===== config.mk =====
export PLATFORM = sky130hd
export DESIGN_NAME = separator_record_splitter_flat
export DESIGN_NICKNAME = d
export VERILOG_FILES = /design/src/rtl/srs_pkg.sv /design/src/rtl/srs_if.sv /design/src/rtl/srs_front.sv /design/src/rtl/srs_queue.sv /design/src/rtl/srs_back.sv /design/src/rtl/separator_record_splitter.sv /design/src/flat_wrapper.sv
export VERILOG_INCLUDE_DIRS = /design/src /design/src/rtl
export SDC_FILE = /design/constraint.sdc
export NUM_CORES = 1
export LEC_CHECK = 0
export BUFFER_PORTS_ARGS = -buffer_cell sky130_fd_sc_hd__buf_2
export CAP_MARGIN = 20
export CORE_AREA = 4 4 283 285
export CTS_BUF_LIST = sky130_fd_sc_hd__clkbuf_16
export DETAILED_ROUTE_END_ITERATION = 10
export DIE_AREA = 0 0 287 289
export GPL_ROUTABILITY_DRIVEN = 1
export GPL_TIMING_DRIVEN = 0
export PLACE_DENSITY = 0.7
export RECOVER_POWER = 50
export SKIP_LAST_GASP = 1
export SLEW_MARGIN = 20
export SYNTH_ARGS = -nofsm -noshare
export SYNTH_HDL_FRONTEND = slang
export SYNTH_SLANG_ARGS = --single-unit

===== constraint.sdc =====
create_clock -name clk_i -period 11.6 [get_ports clk_i]
set_input_delay 2.32 -clock clk_i [delete_from_list [all_inputs] [get_ports clk_i]]
set_output_delay 2.32 -clock clk_i [all_outputs]
set_load 0.02 [all_outputs]

===== src/rtl/separator_record_splitter_assert.svh =====
// Assertion macros for the separator record splitter.
// They expect clk_i and rst_ni in the scope where they are used.
`ifndef SEPARATOR_RECORD_SPLITTER_ASSERT_SVH
`define SEPARATOR_RECORD_SPLITTER_ASSERT_SVH

// The consequent must hold in the same cycle as the antecedent.
`define SRS_ASSERT_IMP(name, ante, cons) \
  name: assert property (@(posedge clk_i) disable iff (!rst_ni) (ante) |-> (cons)) \
    else $error("separator_record_splitter: same-cycle check failed");

// The consequent must hold in the cycle after the antecedent.
`define SRS_ASSERT_NEXT(name, ante, cons) \
  name: assert property (@(posedge clk_i) disable iff (!rst_ni) (ante) |=> (cons)) \
    else $error("separator_record_splitter: next-cycle check failed");

`endif


===== src/rtl/srs_pkg.sv =====
package srs_pkg;

  localparam int unsigned MAX_SEP_BYTES = 8;
  localparam int unsigned OFFSET_BITS   = 32;
  localparam int unsigned OUT_BITS      = 32;
  localparam int unsigned SEP_LEN_BITS  = 4;
  localparam int unsigned CFG_DATA_BITS = 64;
  localparam int unsigned CFG_INDEX_BITS = 1;

  localparam int unsigned LEN_BITS      = $clog2(MAX_SEP_BYTES + 1);
  localparam int unsigned WIN_DEPTH     = (MAX_SEP_BYTES > 1) ? MAX_SEP_BYTES - 1 : 1;
  localparam int unsigned CAND_IDX_BITS = (MAX_SEP_BYTES > 1) ? $clog2(MAX_SEP_BYTES) : 1;

  localparam int unsigned QUEUE_DEPTH = 4;
  localparam int unsigned QPTR_BITS   = $clog2(QUEUE_DEPTH);

  localparam logic [CFG_INDEX_BITS-1:0] REG_SEP_BYTES  = CFG_INDEX_BITS'(0);
  localparam logic [CFG_INDEX_BITS-1:0] REG_SEP_LENGTH = CFG_INDEX_BITS'(1);

  typedef logic [OFFSET_BITS-1:0] ofs_t;
  typedef logic [LEN_BITS-1:0]    len_t;

  // One classified byte as it travels from the front end to the back end.
  typedef struct packed {
    logic hit;
    logic last;
    ofs_t start;
    ofs_t pos;
  } cls_t;

  function automatic len_t active_len(logic [SEP_LEN_BITS-1:0] raw);
    len_t res;
    if (raw == '0) begin
      res = len_t'(1);
    end else if (raw > SEP_LEN_BITS'(MAX_SEP_BYTES)) begin
      res = len_t'(MAX_SEP_BYTES);
    end else begin
      res = len_t'(raw);
    end
    return res;
  endfunction

  function automatic logic [OUT_BITS-1:0] to_out(ofs_t v);
    return OUT_BITS'(v);
  endfunction

endpackage


===== src/rtl/srs_if.sv =====
interface srs_byte_if ();
  logic       valid;
  logic       ready;
  logic [7:0] data_byte;
  logic       final_byte;

  modport source (output valid, output data_byte, output final_byte, input ready);
  modport sink (input valid, input data_byte, input final_byte, output ready);
endinterface

interface srs_rec_if import srs_pkg::*; ();
  logic                valid;
  logic                ready;
  logic [OUT_BITS-1:0] record_first;
  logic [OUT_BITS-1:0] record_last;
  logic                tail_record;
  logic                run_end;

  modport source (output valid, output record_first, output record_last,
                  output tail_record, output run_end, input ready);
  modport sink (input valid, input record_first, input record_last,
                input tail_record, input run_end, output ready);
endinterface

interface srs_cfg_if import srs_pkg::*; ();
  logic                      valid;
  logic                      ready;
  logic [CFG_INDEX_BITS-1:0] index;
  logic [CFG_DATA_BITS-1:0]  data;

  modport source (output valid, output index, output data, input ready);
  modport sink (input valid, input index, input data, output ready);
endinterface


===== src/rtl/srs_front.sv =====
module srs_front import srs_pkg::*; (
  input  logic                     clk_i,
  input  logic                     rst_ni,
  srs_byte_if.sink                 byte_i,
  input  logic [CFG_DATA_BITS-1:0] sep_bytes_i,
  input  len_t                     sep_len_i,
  input  logic                     queue_full_i,
  output logic                     push_o,
  output cls_t                     push_data_o
);

  logic [7:0] win_q [WIN_DEPTH];
  logic [7:0] win_d [WIN_DEPTH];
  logic [7:0] cand [MAX_SEP_BYTES];
  ofs_t       pos_q, pos_d;
  ofs_t       len_m1;
  len_t       idx;
  logic       equal;
  logic       accept;

  assign byte_i.ready = !queue_full_i;
  assign accept       = byte_i.valid && !queue_full_i;
  assign len_m1       = ofs_t'(sep_len_i) - ofs_t'(1);

  always_comb begin
    cand[0] = byte_i.data_byte;
    for (int j = 1; j < MAX_SEP_BYTES; j++) begin
      cand[j] = win_q[j-1];
    end
  end

  // Separator byte i lines up with the byte seen len-1-i items ago.
  always_comb begin
    equal = 1'b1;
    idx   = '0;
    for (int i = 0; i < MAX_SEP_BYTES; i++) begin
      idx = sep_len_i - len_t'(i) - len_t'(1);
      if (len_t'(i) < sep_len_i &&
          sep_bytes_i[8*i +: 8] != cand[idx[CAND_IDX_BITS-1:0]]) begin
        equal = 1'b0;
      end
    end
  end

  assign push_o            = accept;
  assign push_data_o.hit   = (pos_q >= len_m1) && equal;
  assign push_data_o.last  = byte_i.final_byte;
  assign push_data_o.start = pos_q - len_m1;
  assign push_data_o.pos   = pos_q;

  always_comb begin
    win_d = win_q;
    pos_d = pos_q;
    if (accept) begin
      if (byte_i.final_byte) begin
        for (int k = 0; k < WIN_DEPTH; k++) begin
          win_d[k] = 8'h00;
        end
        pos_d = '0;
      end else begin
        win_d[0] = byte_i.data_byte;
        for (int k = 1; k < WIN_DEPTH; k++) begin
          win_d[k] = win_q[k-1];
        end
        pos_d = pos_q + ofs_t'(1);
      end
    end
  end

  always_ff @(posedge clk_i or negedge rst_ni) begin
    if (!rst_ni) begin
      for (int k = 0; k < WIN_DEPTH; k++) begin
        win_q[k] <= 8'h00;
      end
      pos_q <= '0;
    end else begin
      win_q <= win_d;
      pos_q <= pos_d;
    end
  end

endmodule


===== src/rtl/srs_queue.sv =====
module srs_queue import srs_pkg::*; (
  input  logic clk_i,
  input  logic rst_ni,
  input  logic push_i,
  input  cls_t push_data_i,
  input  logic pop_i,
  output cls_t head_o,
  output logic full_o,
  output logic empty_o
);

  cls_t                 mem_q [QUEUE_DEPTH];
  logic [QPTR_BITS-1:0] wr_q, rd_q;
  logic [QPTR_BITS:0]   cnt_q;

  assign full_o  = cnt_q == (QPTR_BITS + 1)'(QUEUE_DEPTH);
  assign empty_o = cnt_q == '0;
  assign head_o  = mem_q[rd_q];

  always_ff @(posedge clk_i) begin
    if (push_i) begin
      mem_q[wr_q] <= push_data_i;
    end
  end

  always_ff @(posedge clk_i or negedge rst_ni) begin
    if (!rst_ni) begin
      wr_q  <= '0;
      rd_q  <= '0;
      cnt_q <= '0;
    end else begin
      if (push_i) begin
        wr_q <= wr_q + QPTR_BITS'(1);
      end
      if (pop_i) begin
        rd_q <= rd_q + QPTR_BITS'(1);
      end
      if (push_i && !pop_i) begin
        cnt_q <= cnt_q + (QPTR_BITS + 1)'(1);
      end else if (pop_i && !push_i) begin
        cnt_q <= cnt_q - (QPTR_BITS + 1)'(1);
      end
    end
  end

endmodule


===== src/rtl/srs_back.sv =====
module srs_back import srs_pkg::*; (
  input  logic     clk_i,
  input  logic     rst_ni,
  input  len_t     sep_len_i,
  input  logic     queue_empty_i,
  input  cls_t     head_i,
  output logic     pop_o,
  output logic     pend_o,
  srs_rec_if.source rec_o
);

  ofs_t                begin_q, begin_d;
  ofs_t                resume_q, resume_d;
  logic                pend_q, pend_d;
  ofs_t                pend_first_q, pend_first_d;
  ofs_t                pend_last_q, pend_last_d;
  logic                out_valid_q, out_valid_d;
  logic [OUT_BITS-1:0] first_q, first_d;
  logic [OUT_BITS-1:0] last_q, last_d;
  logic                tail_q, tail_d;
  logic                end_q, end_d;

  ofs_t start_m1;
  ofs_t begin_new;
  logic sep_emit;
  logic tail_emit;
  logic can_load;
  logic pop;

  assign can_load  = !out_valid_q || rec_o.ready;
  assign start_m1  = head_i.start - ofs_t'(1);
  assign sep_emit  = head_i.hit && (head_i.start >= resume_q) &&
                     (head_i.start != '0) && (start_m1 > begin_q);
  assign begin_new = sep_emit ? head_i.start : begin_q;
  assign tail_emit = head_i.last && (head_i.pos > begin_new);
  assign pop       = !queue_empty_i && !pend_q && can_load;

  always_comb begin
    begin_d      = begin_q;
    resume_d     = resume_q;
    pend_d       = pend_q;
    pend_first_d = pend_first_q;
    pend_last_d  = pend_last_q;
    out_valid_d  = out_valid_q && !rec_o.ready;
    first_d      = first_q;
    last_d       = last_q;
    tail_d       = tail_q;
    end_d        = end_q;
    if (pend_q && can_load) begin
      out_valid_d = 1'b1;
      first_d     = to_out(pend_first_q);
      last_d      = to_out(pend_last_q);
      tail_d      = 1'b1;
      end_d       = 1'b1;
      pend_d      = 1'b0;
    end else if (pop) begin
      if (head_i.last) begin
        begin_d  = '0;
        resume_d = '0;
      end else if (sep_emit) begin
        begin_d  = head_i.start;
        resume_d = head_i.start + ofs_t'(sep_len_i);
      end
      if (sep_emit) begin
        out_valid_d  = 1'b1;
        first_d      = to_out(begin_q);
        last_d       = to_out(start_m1);
        tail_d       = 1'b0;
        end_d        = !tail_emit;
        pend_d       = tail_emit;
        pend_first_d = head_i.start;
        pend_last_d  = head_i.pos;
      end else if (tail_emit) begin
        out_valid_d = 1'b1;
        first_d     = to_out(begin_q);
        last_d      = to_out(head_i.pos);
        tail_d      = 1'b1;
        end_d       = 1'b1;
      end
    end
  end

  always_ff @(posedge clk_i or negedge rst_ni) begin
    if (!rst_ni) begin
      begin_q     <= '0;
      resume_q    <= '0;
      pend_q      <= 1'b0;
      out_valid_q <= 1'b0;
    end else begin
      begin_q     <= begin_d;
      resume_q    <= resume_d;
      pend_q      <= pend_d;
      out_valid_q <= out_valid_d;
    end
  end

  always_ff @(posedge clk_i) begin
    pend_first_q <= pend_first_d;
    pend_last_q  <= pend_last_d;
    first_q      <= first_d;
    last_q       <= last_d;
    tail_q       <= tail_d;
    end_q        <= end_d;
  end

  assign pop_o              = pop;
  assign pend_o             = pend_q;
  assign rec_o.valid        = out_valid_q;
  assign rec_o.record_first = first_q;
  assign rec_o.record_last  = last_q;
  assign rec_o.tail_record  = tail_q;
  assign rec_o.run_end      = end_q;

endmodule


===== src/rtl/separator_record_splitter.sv =====
// Splits a byte stream into records at each accepted occurrence of a separator of one to
// eight bytes and reports every record as its first and last byte offset. The block takes
// one byte per cycle while the queue is not full: the front end compares the separator
// combinationally against the newest bytes and writes the result into a four-entry queue,
// and the back end retires one queued byte per cycle, while its output is free and no tail
// record is pending, into a registered output. A byte that closes both a separator record
// and the tail record of the file holds the tail record pending until the output is free,
// so with no stall on the output the sustained rate is one item per cycle except at such a
// file end. A result passes through the queue and then the output register. Configuration
// writes are always taken and must be made while no bytes are in flight.
module separator_record_splitter import srs_pkg::*; (
  input  logic      clk_i,
  input  logic      rst_ni,
  srs_byte_if.sink  byte_i,
  srs_cfg_if.sink   cfg_i,
  srs_rec_if.source record_o
);

  logic [CFG_DATA_BITS-1:0] sep_bytes_q, sep_bytes_d;
  logic [SEP_LEN_BITS-1:0]  sep_len_q, sep_len_d;
  len_t                     sep_len_eff;

  logic queue_push;
  cls_t queue_push_data;
  logic queue_pop;
  cls_t queue_head;
  logic queue_full;
  logic queue_empty;
  logic back_pend;

  assign cfg_i.ready = 1'b1;
  assign sep_len_eff = active_len(sep_len_q);

  always_comb begin
    sep_bytes_d = sep_bytes_q;
    sep_len_d   = sep_len_q;
    if (cfg_i.valid) begin
      case (cfg_i.index)
        REG_SEP_BYTES: begin
          sep_bytes_d = cfg_i.data;
        end
        REG_SEP_LENGTH: begin
          sep_len_d = cfg_i.data[SEP_LEN_BITS-1:0];
        end
        default: begin
          sep_bytes_d = sep_bytes_q;
        end
      endcase
    end
  end

  always_ff @(posedge clk_i or negedge rst_ni) begin
    if (!rst_ni) begin
      sep_bytes_q <= '0;
      sep_len_q   <= SEP_LEN_BITS'(1);
    end else begin
      sep_bytes_q <= sep_bytes_d;
      sep_len_q   <= sep_len_d;
    end
  end

  srs_front u_front (
    .clk_i        (clk_i),
    .rst_ni       (rst_ni),
    .byte_i       (byte_i),
    .sep_bytes_i  (sep_bytes_q),
    .sep_len_i    (sep_len_eff),
    .queue_full_i (queue_full),
    .push_o       (queue_push),
    .push_data_o  (queue_push_data)
  );

  srs_queue u_queue (
    .clk_i       (clk_i),
    .rst_ni      (rst_ni),
    .push_i      (queue_push),
    .push_data_i (queue_push_data),
    .pop_i       (queue_pop),
    .head_o      (queue_head),
    .full_o      (queue_full),
    .empty_o     (queue_empty)
  );

  srs_back u_back (
    .clk_i         (clk_i),
    .rst_ni        (rst_ni),
    .sep_len_i     (sep_len_eff),
    .queue_empty_i (queue_empty),
    .head_i        (queue_head),
    .pop_o         (queue_pop),
    .pend_o        (back_pend),
    .rec_o         (record_o)
  );

`include "separator_record_splitter_assert.svh"

  `SRS_ASSERT_IMP(a_tail_closes_run, record_o.valid && record_o.tail_record, record_o.run_end)
  `SRS_ASSERT_IMP(a_pend_keeps_output, back_pend, record_o.valid)
  `SRS_ASSERT_IMP(a_pend_blocks_pop, back_pend, !queue_pop)
  `SRS_ASSERT_NEXT(a_pend_drains, back_pend && record_o.ready, !back_pend && record_o.valid && record_o.tail_record)

endmodule


===== src/flat_wrapper.sv =====
// flat-port wrapper written by rule: the top's interface ports become plain ports
module separator_record_splitter_flat import srs_pkg::*;
  (clk_i, rst_ni, byte_i_valid, byte_i_data_byte, byte_i_final_byte, byte_i_ready, cfg_i_valid, cfg_i_index, cfg_i_data, cfg_i_ready, record_o_valid, record_o_record_first, record_o_record_last, record_o_tail_record, record_o_run_end, record_o_ready);
  srs_byte_if byte_i_i ();
  srs_cfg_if cfg_i_i ();
  srs_rec_if record_o_i ();
  input  logic clk_i;
  input  logic rst_ni;
  input wire logic [$bits(byte_i_i.valid)-1:0] byte_i_valid;
  input wire logic [$bits(byte_i_i.data_byte)-1:0] byte_i_data_byte;
  input wire logic [$bits(byte_i_i.final_byte)-1:0] byte_i_final_byte;
  output wire logic [$bits(byte_i_i.ready)-1:0] byte_i_ready;
  input wire logic [$bits(cfg_i_i.valid)-1:0] cfg_i_valid;
  input wire logic [$bits(cfg_i_i.index)-1:0] cfg_i_index;
  input wire logic [$bits(cfg_i_i.data)-1:0] cfg_i_data;
  output wire logic [$bits(cfg_i_i.ready)-1:0] cfg_i_ready;
  output wire logic [$bits(record_o_i.valid)-1:0] record_o_valid;
  output wire logic [$bits(record_o_i.record_first)-1:0] record_o_record_first;
  output wire logic [$bits(record_o_i.record_last)-1:0] record_o_record_last;
  output wire logic [$bits(record_o_i.tail_record)-1:0] record_o_tail_record;
  output wire logic [$bits(record_o_i.run_end)-1:0] record_o_run_end;
  input wire logic [$bits(record_o_i.ready)-1:0] record_o_ready;
  assign byte_i_i.valid = byte_i_valid;
  assign byte_i_i.data_byte = byte_i_data_byte;
  assign byte_i_i.final_byte = byte_i_final_byte;
  assign byte_i_ready = byte_i_i.ready;
  assign cfg_i_i.valid = cfg_i_valid;
  assign cfg_i_i.index = cfg_i_index;
  assign cfg_i_i.data = cfg_i_data;
  assign cfg_i_ready = cfg_i_i.ready;
  assign record_o_valid = record_o_i.valid;
  assign record_o_record_first = record_o_i.record_first;
  assign record_o_record_last = record_o_i.record_last;
  assign record_o_tail_record = record_o_i.tail_record;
  assign record_o_run_end = record_o_i.run_end;
  assign record_o_i.ready = record_o_ready;
  separator_record_splitter u_core (.clk_i(clk_i), .rst_ni(rst_ni), .byte_i(byte_i_i), .cfg_i(cfg_i_i), .record_o(record_o_i));
endmodule

Yosys cells after proc, flatten, opt, wreduce, memory -nomap -nowiden

Memory sizes are Yosys's and may differ from the RTL's.
Cells that the tools add are included.

Bits in registers: 359
Bits in latches: 0
Memory bits (writable): 264
Memory bits (read-only): 0
Bits of input ports: 79
Output and inout port bits: 69
Logic and storage cells: 195
Memories kept: 1

Add/subtract/negate cells: 23
Multipliers: 0
Div/mod/pow operators: 0
$lt $le $gt $ge: 21
Eq/ne operators: 9
Shift operators: 0
Mux-type cells: 62
Bitwise gates (word level): 10
Reductions and logical operators: 46

Memory list:

| memory               | depth | width | rd ports | clocked after memory_dff | wr ports | line            | source |
|---|---|---|---|---|---|---|---|
| u_core.u_queue.mem_q | 4     | 66    | 1        | 0                        | 1        | srs_queue.sv:12 | `cls_t mem_q [QUEUE_DEPTH];` |

Operators by type and width:

| kind                                                                 | count |
|---|---|
| 32-bit 2-to-1 mux                                                    | 13 |
| 8-bit binary-select mux with 3-bit select                            | 8 |
| 8-bit 2-to-1 mux                                                     | 16 |
| 32-bit greater-or-equal comparator                                   | 2 |
| 32-bit greater-than comparator                                       | 2 |
| 8-bit inequality test                                                | 8 |
| 56-bit 2-to-1 mux                                                    | 1 |
| 32-bit by 1-bit adder with 32-bit output, second input constant      | 1 |
| 32-bit by 4-bit adder with 32-bit output                             | 1 |
| 4-bit greater-or-equal comparator, second input constant             | 8 |
| 3-bit inverter with 4-bit output                                     | 8 |
| 32-bit nonzero test                                                  | 1 |
| 32-bit by 1-bit subtractor with 32-bit output, second input constant | 1 |
| 32-bit subtractor                                                    | 1 |
| 3-bit by 1-bit subtractor with 3-bit output, second input constant   | 9 |
| 1-bit logical AND                                                    | 20 |
| 1-bit 2-to-1 mux                                                     | 20 |
| 3-bit by 4-bit < comparator with 1-bit output, first input constant  | 4 |
| 2-bit AND reduction                                                  | 6 |
| 3-bit subtractor, second input constant                              | 4 |
| 2-bit nonzero test                                                   | 5 |
| 1-bit logical NOT                                                    | 8 |
| 1-bit by 4-bit < comparator with 1-bit output, first input constant  | 2 |
| 2-bit by 4-bit < comparator with 1-bit output, first input constant  | 2 |
| 14 further kinds                                                     | 20 |

Depth between registers and ports, before layout

Depth after elaboration: 19
Depth in mapped cells: 37
Depth with buffers taken out: 31

Hierarchy

From an unflattened synthesis, not the netlist that was laid out.

Cells, all modules: 2510
Area total of the unflattened synthesis: 33059.2 um^2

By module, submodules not included:

| module                    | times used | cells an instance | area an instance (um^2) | seq. area each (um^2) |
|---|---|---|---|---|
| srs_back                  | 1          | 1052              | 11288.3                 | 5535.3 |
| srs_queue                 | 1          | 379               | 9937.0                  | 8102.8 |
| srs_front                 | 1          | 927               | 8941.1                  | 2202.1 |
| separator_record_splitter | 1          | 152               | 2892.8                  | 1702.9 |

Least setup slack after synthesis

No wires, ideal clock.

Path kind: register to register
From: reg u_core.u_queue.rd_q[0]
To: reg u_core.u_back.first_q[0], in the netlist u_core.u_back.rec_o.record_first[0], enable pin
Library setup time: 0.695 ns
Arrival time: 8.345 ns
Slack: 2.560 ns
Cell stages (with the launch flop): 36
Buffers on the path: 7
Cell sequence: dfrtp_1 buf_2 buf_6 buf_6 buf_4 buf_2 mux4_2 inv_1 ha_1 nand2_1 nor2_1 and2_1 and2b_1 nor2b_1 xnor2_1 ha_1 nand4_1 or2_2 or4_1 o31ai_1 a31oi_1 and3_1 buf_6 buf_2 mux2i_1 ha_1 a21o_1 a21o_1 a211o_1 a21o_1 a21o_1 a21oi_1 o211ai_1 a22oi_1 o21ai_0 nand2b_1

RTL lines:

| element                | line            | source |
|---|---|---|
| start, declared        | srs_queue.sv:13 | `logic [QPTR_BITS-1:0] wr_q, rd_q;` |
| start signal, assigned | srs_queue.sv:36 | `rd_q <= rd_q + QPTR_BITS'(1);` |
| end signal, assigned   | srs_back.sv:100 | `first_q <= first_d;` |
| end, declared          | srs_back.sv:18  | `logic [OUT_BITS-1:0] first_q, first_d;` |

==> run summary <==
io pins = 148
WP data required = 11.90 ns
CTS root buf = clkbuf_16
number of buffers created by CTS = 66
setup repair after global routing missed its margin = false
DP HPWL = 62700 um
fin crit share = 92.1%
final slew viol count = 411
Die W = 287 um
Hold Worst Slack = 0.502 ns
wire length per cell after detailed routing = 21.8 um
CP dominant cell by count = a21o_1
H-tree depth = 3
CP delay by family, top = simple AND/OR/NAND/NOR gates
area share of the largest cell type after synthesis = 36.4%
Total GRT Usage = 20.0%
PnR worst setup slack = 0.921 ns
violated checks = capacitance limit, slew limit
CTS sink cnt = 623
CTS tree = done
max-cap violations = 7
Syn Area/Cell = 12.8 sq um
top cells by area, synth = edfxtp_1, dfrtp_1, mux4_2, ha_1, nand2_1
synth warn = 0
area of the multi-input gates = 0.0139 sq mm
Initial Utilization = 41.8%
CP arrival = 10.98 ns
cell taking the most area after synthesis = edfxtp_1
crit path max fanout = 58
number of synthesized flops with an enable pin = 392
worst-margin pin slew = 4.92 ns
full die area = 0.0829 sq mm
Gate Count Post-Synth = 2537
Antenna Violating Nets Remaining = 0
first-pass GRT wire length = 128000 um
fillers = 6836
buffer and inverter count on the worst path = 7
Worst R2R Setup Slack = 0.92 ns
Setup-failing EPs final = 0
min-delay worst type = flop to flop
Slew headroom = -228%
Post-Route WL = 84500 um
min Tclk post-route = 10.68 ns
Fin Setup TNS = 0 ns
largest net degree at the start of global routing = 91
Final Hold Vio Count = 0
hold buffers post-CTS = 0
# DRC = 0
Yosys cell types = 68
Core Area = 0.0773 sq mm
length of the first detailed-routing pass in iterations = 5
Nets = 3018
startpoint class of the critical path = flop
layout cell share with drive strength beyond 1 = 16.4%
Post-CTS Setup Bufs = 0
vias = 21.7k
synthesized area = 0.0323 sq mm
Lkg Pwr = 13.7 nW
async set or reset register ratio after synthesis = 36.8%
register area = 0.0175 sq mm
clk buf depth = 3
clk_lat worst skew = 0.60 ns
initial antenna violation count = 2
most common flop cell mapped by yosys = edfxtp_1
post-synthesis sequential area ratio = 54.2%
status = finished with violations
Critical Path End Type = flop
Die Height = 289 um
post-CTS sizing = 0
grt ovf = 0
Crit Path Class = flop to flop
CTS clk-pin slew, worst paths = 0.06 ns
Post-Place Worst Slack = 1.05 ns
PortBufs = 146
Power per Cell Area = 266 mW/mm^2
Iteration-0 DRC Markers = 2068
row cnt = 102
Vias/cell = 5.59
area grow syn2layout = 13.5%
fmax = 93.6 MHz
final RePlAce weighted congestion = 0.947
number of global-route vias before repair = 21.5k
synthesized flop and latch total = 623
Slowest-stage cell, CP = mux4_2
peak per-stage delay on the critical path = 0.69 ns
VDD IR max = 0.178 mV
Fin Clk Skew = 0.0279 ns
[cells in the final DEF (no fill, tap or decap), types with 10 or more instances in the layout]
master       n
nor2b_1     74
inv_1      117
ha_1       148
nor3_1      18
mux2_2      72
mux2i_1     75
a32oi_1     58
clkbuf_16   69
clkbuf_1   118
xnor2_1    112
or3_1       20
buf_1       13
o21ai_0    166
dfrtp_1    228
conb_1      29
o21bai_1    11
and3_1      19
a21oi_1     65
mux4_2     121
nand3_1     14
a21o_1      53
buf_2      154
nand4_1     36
edfxtp_1   392
a22o_1      64
xor2_1      64
nor2_1      86
nor4_1      18
nand2b_1    10
clkinv_1    11
nand2_1    265
[cell families (layout without fill, tap and decap cells)]
group,after synthesis,count (layout),share of synthesized area (%)
multiplexers,268,268,13.3
AND/OR/NAND/NOR,591,591,8.69
flip-flops,623,623,54.2
AO/OA/AOI/OAI,480,480,9.94
adder cells (fa/ha/maj),151,151,5.91
other,1,31,0.0116
buffers and inverters,246,521,3.18
XOR/XNOR,177,177,4.79
[cells in the mapped netlist (58+ instances only)]
cell / number
a21oi_1: 65
a22o_1: 64
a32oi_1: 58
clkbuf_1: 96
dfrtp_1: 228
edfxtp_1: 392
ha_1: 148
inv_1: 99
mux2_2: 72
mux2i_1: 75
mux4_2: 121
nand2_1: 265
nor2_1: 87
nor2b_1: 74
o21ai_0: 166
xnor2_1: 113
xor2_1: 64
[where the power goes]
group          total [mW]  internal, mW  switching [mW]
combinational        4.27          1.64            2.63
clock                2.08          1.21           0.872
sequential           3.42          3.19           0.228
total                9.77          6.04            3.73
[path summary, 6_finish.rpt]
kind,cells after the start,end,from
setup / recovery,35,u_core.u_back.rec_o.record_last[20],u_core.u_queue.rd_q[0]
hold / removal,1,u_core.u_queue.cnt_q[2],u_core.u_queue.cnt_q[2]
setup reg to reg,35,u_core.u_back.rec_o.record_last[20],u_core.u_queue.rd_q[0]
hold reg to reg,1,u_core.u_queue.cnt_q[2],u_core.u_queue.cnt_q[2]
max in group asynchronous,2,u_core.u_front.cand[49],rst_ni
min in group asynchronous,1,u_core.u_back.resume_q[3],rst_ni
[final cells by class]
type,count,area share [%]
tap,1040,3.54
clock buffer,69,4.70
buffer,145,1.73
inverter,101,1.03
clock inverter,51,1.07
antenna,2,0.0136
timing repair buffer,155,2.25
sequential,623,47.8
multi-input combinational,1696,37.9
[registers in the layout, summed over array words and instances (netlist names)]
name	count
u_core.u_back.begin_q	32
u_core.u_queue.rd_q	2
u_core.u_queue.mem_q	264
u_core.sep_bytes_q	64
u_core.u_back.rec_o.record_first	32
u_core.u_back.resume_q	32
u_core.u_back.rec_o.valid	1
u_core.u_back.rec_o.run_end	1
u_core.sep_len_q	4
u_core.u_queue.cnt_q	3
u_core.u_back.rec_o.tail_record	1
u_core.u_front.cand	56
u_core.u_back.pend_last_q	32
u_core.u_queue.wr_q	2
u_core.u_back.pend_o	1
u_core.u_back.pend_first_q	32
u_core.u_front.pos_q	32
u_core.u_back.rec_o.record_last	32
[through the flow]
step | utilization (%) | power (mW) | instance area [sq um] | std cells
floorplan | - | 6.36 | 32500 | 2565
global route | 47.5 | 10.3 | 36700 | 3882
global placement | 44.6 | 7.63 | 34500 | 3751
detailed placement | 45.0 | 7.74 | 34800 | 3760
CTS | 47.7 | 9.85 | 36900 | 3880
finish | 47.5 | 9.77 | 36700 | 3882
[routing by layer]
layer  vias to the layer above  wire (um)  GRT usage, %
li1                       9963          -             -
met1                     10851      34900          26.7
met2                       746      41100          33.3
met3                       137       5810          3.43
met4                         0       2700          7.10
met5                         -          0             0
[worst register-to-register path: cells and delay by family (launching register included)]
| family | cells | cell delay (ns) |
|---|---|---|
| AOI/OAI and AO/OA | 10 | 2.37 |
| buffers and inverters | 7 | 2.47 |
| adders and majority gates | 2 | 0.62 |
| and+or+nand+nor | 14 | 3.58 |
| xor gates and xnor gates | 1 | 0.27 |
| muxes | 1 | 0.69 |
| DFF | 1 | 0.33 |
No activity file was read; power rests on OpenSTA's default activity.
